[src/rtl/assert_macros.svh]
// ----------------------------------------------------------------------------
// assert_macros.svh
// Concurrent assertion shorthands used by the cache RTL.
// ----------------------------------------------------------------------------
`ifndef ASSERT_MACROS_SVH
`define ASSERT_MACROS_SVH

// Assertion on an explicit clock and active-low reset.
`define ASSERT_CLK(label, clk, rstn, prop, msg) \
  label: assert property (@(posedge clk) disable iff (!rstn) prop) else $error(msg);

// Assertion on the block's default clock and reset (clk_i, rst_ni).
`define ASSERT_DFLT(label, prop, msg) \
  `ASSERT_CLK(label, clk_i, rst_ni, prop, msg)

`endif

[src/rtl/ttlc_ram.sv]
// ----------------------------------------------------------------------------
// ttlc_ram
// Generic single-port RAM, one read or write per cycle, registered read data.
// ----------------------------------------------------------------------------
module ttlc_ram #(
  parameter int unsigned WIDTH = 8,
  parameter int unsigned DEPTH = 16
) (
  input  logic                     clk_i,
  input  logic                     we_i,
  input  logic [$clog2(DEPTH)-1:0] addr_i,
  input  logic [WIDTH-1:0]         wdata_i,
  output logic [WIDTH-1:0]         rdata_o
);

  logic [WIDTH-1:0] mem_q [DEPTH];

  always_ff @(posedge clk_i) begin
    if (we_i) begin
      mem_q[addr_i] <= wdata_i;
    end
    rdata_o <= mem_q[addr_i];
  end

endmodule

[config.mk]
export PLATFORM = sky130hd
export DESIGN_NAME = ttlc_ram
export DESIGN_NICKNAME = d
export VERILOG_FILES = /design/src/rtl/assert_macros.svh /design/src/rtl/ttlc_ram.sv
export SDC_FILE = /design/constraint.sdc
export NUM_CORES = 1
export LEC_CHECK = 0
export BUFFER_PORTS_ARGS = -buffer_cell sky130_fd_sc_hd__buf_2
export CORE_AREA = 8 8 117 97
export CTS_BUF_LIST = sky130_fd_sc_hd__clkbuf_4
export CTS_CLUSTER_SIZE = 24
export DETAILED_ROUTE_END_ITERATION = 6
export DIE_AREA = 0 0 125 105
export PLACE_DENSITY_LB_ADDON = 0.12
export SLEW_MARGIN = 40
export SYNTH_ARGS = -nofsm -noshare
export SYNTH_HDL_FRONTEND = slang
export SYNTH_SLANG_ARGS = --single-unit
[constraint.sdc]
create_clock -name clk_i -period 3.7 [get_ports clk_i]
set_input_delay 0.37 -clock clk_i [delete_from_list [all_inputs] [get_ports clk_i]]
set_output_delay 0.37 -clock clk_i [all_outputs]
set_load 0.1 [all_outputs]
==> impl_metrics.toml, run 1 <==
[timing]
fin_crit_sh_pct = 46.1
period_minus_slack_ps = 1710
max_slew_margin_pct = 42.7
finalSetupViolations = 0
hold_viol = 0
grt_setup_unrepaired = "false"
fin_skew_ps = 13.6
fmax_mhz = 586
drv_slew = 0
hold_ws_ps = 251
tightest_slew_ps = 856
fin_tns_setup_ps = 0
fin_ws_ps = 1990

[drt]
vias_per_cell = 5.88
drc_errors = 0
wl_per_cell_um = 24.5
ant_nets = 0
drt_first_pass_iters = 4
vias = 2328
drt_iter0_drc = 249
drt_wl_total_um = 9710

[final_layout]
nFillCells = 712
syn_to_final_growth_pct = 9.23
fin_nets = 278
drive_above_1_share_pct = 32.9
n_antenna_cell = 0
postLayoutCellArea_sq_um = 5540

[clock_network]
ctsHoldBuffers = 0
clockRootBuffer = "clkbuf_4"
clkSlewWorstSetupHoldPaths_ps = 110
cts.sinks = 136
cts_resized = 0
cts_tree = "done"
clkLatencyLatePin_ps = 510
numCtsBuffers = 17
h-tree-depth = 4
cts_buffer_depth = 2
cts_setup_buffers = 0

[worst_hold_path]
hold_end = "mem_q[0][0]"
min_path_type = "input pin to flop"
worstHoldStart = "wdata_i[0]"
holdPathStages = 1

[critical_path]
critPathKind = "input pin to flop"
worstPathArrival_ps = 1860
path_cells = "buf_4 -> buf_4 -> nand2b_1 -> nor2_1"
r2r_end = "rdata_o[6]"
cp_max_fo = 33
cpMostUsedCell = "buf_4"
worstPathRequired_ps = 3850
endpoint_kind = "flop"
r2r-start = "mem_q[15][6]"
crit_buf_inv = 2
crit_family = "simple AND/OR/NAND/NOR gates"
max_stage_delay_ps = 710
r2r_cells = 3
r2r_slack_ps = 2310
cp-start-kind = "input pin"
critPathSlowestCell = "nor2_1"

[synth]
avgSynthCellArea_sq_um = 22.0
synth_area_sq_um = 5070
synth-warning-count = 0
ys_ff_latch = 136
synthCells = 230
synth_nets = 244
synth_seq_area_share_pct = 79.0
synth.distinct_cells = 18

[power_and_ir_drop]
p_per_area_nw_per_um2 = 499
peakVddDrop_mv = 0.356
p_leak_nw = 1.78

[global_routing]
antenna_found_initial = 0
grt_pass1_vias = 2377
grt_first_pass_wirelength_um = 14700
grt_max_degree = 40
gr-usage-all-layers_pct = 15.7
grt-ovfl-total = 0

[place]
place_hpwl_um = 6060
gp_congestion = 0.725
numPortBuffers = 21
placed_area_sq_um = 5310
dp_slack_ps = 1470

[floorplan]
die_area_sq_um = 13100
io_pins = 22
die_w_um = 125
die_h_um = 105
start_util_pct = 53.6
row_count = 32
core_sq_um = 9450

[outcome]
status = "complete, no violations"

[run]
maxCapViolCount = 0
==> sequential cells by signal (all words and copies together) (netlist names) <==
signal and cells:
rdata_o 8, mem_q 128
==> area by class of cell <==
cell class / count / area [sq um] / share of cell area (%)
multi-input combinational: 83 / 1010 / 18.2
sequential: 136 / 4000 / 72.3
tap: 119 / 149 / 2.69
clock inverter: 6 / 31.3 / 0.565
clock buffer: 26 / 195 / 3.53
timing repair buffer: 26 / 148 / 2.67
==> power breakdown <==
| group | leakage (nW) | total, W | internal [W] | switching (W) |
|---|---|---|---|---|
| Clock | 0.137 | 0.000801 | 0.000327 | 0.000475 |
| Combinational | 0.423 | 0.000233 | 0.0000633 | 0.000170 |
| Sequential | 1.22 | 0.00173 | 0.00172 | 0.0000101 |
==> cell usage after synthesis <==
library cell	instances	area, sq um
a22oi_1	16	120
nand3_1	1	5.00
clkbuf_1	2	7.51
buf_6	2	22.5
buf_1	4	15.0
nand3b_1	2	15.0
nor2_1	13	48.8
buf_2	2	10.0
and2_1	1	6.26
dfxtp_1	8	160
mux4_2	32	721
or3b_2	1	8.76
edfxtp_1	128	3840
nand2_1	9	33.8
clkbuf_2	1	5.00
nand2b_1	2	12.5
nor2b_1	2	12.5
nor3_1	4	20.0
==> how the worst max path moves through the flow <==
stage	depth (start not counted)	startpoint	to	slack (ps)
final	4	addr_i[0]	mem_q[2][4]	1990
after global routing	3	addr_i[0]	mem_q[13][0]	1920
after CTS	1	rdata_o[1]	rdata_o[1]	1970
after detailed placement	4	addr_i[0]	mem_q[10][2]	1470
after global placement	3	addr_i[0]	mem_q[11][2]	1090
after floorplan	2	addr_i[2]	mem_q[0][0]	1840
==> cells by family after synthesis <==
kind of cell    after synthesis  synth area share [%]
buf+inv                      11                  1.19
mux                          32                  14.2
compound gates               16                  2.37
flops                       136                  79.0
simple gates                 35                  3.21
==> routing by layer <==
layer / vias up / track usage [%] / share of wire, %
li1: 1034 / - / -
met1: 1199 / 22.1 / 45
met2: 80 / 21.8 / 45
met3: 15 / 4.93 / 7.8
met4: 0 / 7.20 / 1.8
met5: - / 0 / 0
==> placed cells by master, fill, tap and decap left out <==
cell type,synthesis,routed
a22oi_1,16,16
and2_1,1,1
buf_2,2,19
buf_4,0,7
clkbuf_4,0,26
clkinv_1,0,1
clkinv_2,0,4
clkinvlp_4,0,1
dfxtp_1,8,8
edfxtp_1,128,128
mux4_2,32,32
nand2_1,9,9
nand2b_1,2,2
nand3_1,1,1
nand3b_1,2,2
nor2_1,13,13
nor2b_1,2,2
nor3_1,4,3
nor3_2,0,1
or3b_2,1,1
==> metrics by stage <==
stage | cells | utilization (%) | power, W
2_1_floorplan | 230 | - | 0.00193
3_3_place_gp | 364 | 56.1 | 0.00200
3_5_place_dp | 364 | 56.2 | 0.00200
4_1_cts | 396 | 58.6 | 0.00278
5_1_grt | 396 | 58.6 | 0.00286
6_report | 396 | 58.6 | 0.00276
Power figures use the tool's default switching activity.
==> inputs of run 2 (changes only) <==
==> constraint.sdc (replaced) <==
create_clock -name clk_i -period 1.4 [get_ports clk_i]
set_input_delay 0.14 -clock clk_i [delete_from_list [all_inputs] [get_ports clk_i]]
set_output_delay 0.14 -clock clk_i [all_outputs]
set_load 0.1 [all_outputs]
==> run 2 against run 1 <==
- sequential power grew to 2.6 times the previous value
- count of clock-buffer cells in the layout shrank 7
- first-iteration DRC count down 15%
- routed wire length decreased by 0.65%
- die area is the same
- flip-flop and latch count stayed put
- largest power group unchanged
- critical endpoint is now rdata_o[1]
- global-route usage is 0.36 points higher
- critical path depth shrank 3
- clock skew is 0.93 ps lower
- largest cell class unchanged
==> impl_metrics.toml, run 2 (synthesis results as in run 1) <==
[floorplan]
die_area_sq_um = 13100
io_pins = 22
die_w_um = 125
die_h_um = 105
start_util_pct = 53.6
core_sq_um = 9450
row_count = 32

[clock_network]
clkSlewWorstSetupHoldPaths_ps = 110
cts_buffer_depth = 2
clockRootBuffer = "clkbuf_4"
cts.sinks = 136
cts_setup_buffers = 0
clkLatencyLatePin_ps = 520
cts_tree = "done"
h-tree-depth = 4
numCtsBuffers = 17

[critical_path]
worstPathArrival_ps = 1190
r2r_slack_ps = 80
critPathKind = "flop to primary output"
path_cells = "buf_4"
max_stage_delay_ps = 370
endpoint_kind = "primary output"
critPathSlowestCell = "dfxtp_1"
crit_family = "flip-flops"
cp-start-kind = "flop"
worstPathRequired_ps = 1260
cp_max_fo = 1
crit_buf_inv = 1

[final_layout]
reg_top3 = "mem_q: 128 flops, rdata_o: 8 flops"
n_antenna_cell = 0
fin_nets = 325
drive_above_1_share_pct = 42.6
mostFrequentLayoutCells = "128 x edfxtp_1, 43 x buf_4, 32 x mux4_2"
final_common_cell = "edfxtp_1"
largest_reg_flops = 128
top_register = "mem_q"
syn_to_final_growth_pct = 20.2

[place]
numPortBuffers = 21
dp_slack_ps = -182
gp_congestion = 0.734
place_hpwl_um = 6730

[drt]
met3WireLength_um = 520
drt_iter0_drc = 211
dr_wl_met2_um = 4680
drc_errors = 0
ant_nets = 0
vias_per_cell = 5.62
drt_wl_total_um = 9650
wl_per_cell_um = 21.8
vias = 2488
route.top_layer_used = "met4"
drt_first_pass_iters = 4
drt-met1-wl_um = 4370

[timing]
fmax_mhz = 752
drv_slew = 0
tightest_slew_ps = 671
hold_viol = 0
grt_setup_unrepaired = "false"
fin_crit_sh_pct = 94.9
finalSetupViolations = 0
fin_skew_ps = 12.7
fin_ws_ps = 70.8
period_minus_slack_ps = 1330
max_slew_margin_pct = 55.1

[global_routing]
antenna_found_initial = 0
grt_pass1_vias = 2651
gr-usage-all-layers_pct = 16.0
grt_max_degree = 17
grt-ovfl-total = 0
grt_first_pass_wirelength_um = 15300

[run]
maxCapViolCount = 0

[worst_hold_path]
min_path_type = "input pin to flop"

[outcome]
status = "complete, no violations"

[power_and_ir_drop]
p_per_area_nw_per_um2 = 1250
power_w = 0.00761
p_leak_nw = 2.05
peakVddDrop_mv = 0.668
-- run 2: layout make-up --
type | instances | area, sq um
clock inverters | 13 | 111
fillers | 683 | 3360
well taps | 119 | 149
multi-input cells | 83 | 1050
clock buffers | 19 | 143
flip-flops and latches | 136 | 4000
repair buffers | 73 | 639
-- run 2: metal layers --
layer	up-vias	track usage (%)
met5	-	0
met4	0	7.03
met3	8	5.03
met2	68	24.7
met1	1282	20.7
li1	1130	-
-- run 2: path summary, 6_finish.rpt --
kind,startpoint,to,cells past startpoint
setup / recovery,rdata_o[1],rdata_o[1],1
hold / removal,addr_i[1],rdata_o[7],4
setup reg to reg,mem_q[3][3],rdata_o[3],3
hold reg to reg,mem_q[15][3],rdata_o[3],3
-- run 2: per-stage QoR --
step	setup TNS, ps	hold slack (ps)	util [%]	cell area (sq um)	cells
6_report	0	233	64.5	6090	443
5_1_grt	0	231	64.5	6090	443
4_1_cts	0	190	64.4	6080	443
3_5_place_dp	-4970	546	60.6	5730	403
3_3_place_gp	-4330	530	60.6	5730	403
2_1_floorplan	-3200	239	-	5100	230
-- run 2: report_power, final --
part           switching (W)  internal [W]  total [W]  leakage, nW
Clock                0.00128       0.00105    0.00233        0.135
Sequential         0.0000281       0.00454    0.00457         1.22
Combinational       0.000453      0.000259   0.000712        0.693
Total                0.00176       0.00585    0.00761         2.05
-- run 2: what timing repair did --
item,in CTS,in global routing
cloned,0,0
hold endpoints to repair,115,0
endpoints found under the setup margin,8,2
pin swaps,0,0
resized for setup,8,2
hold buffers,8,0
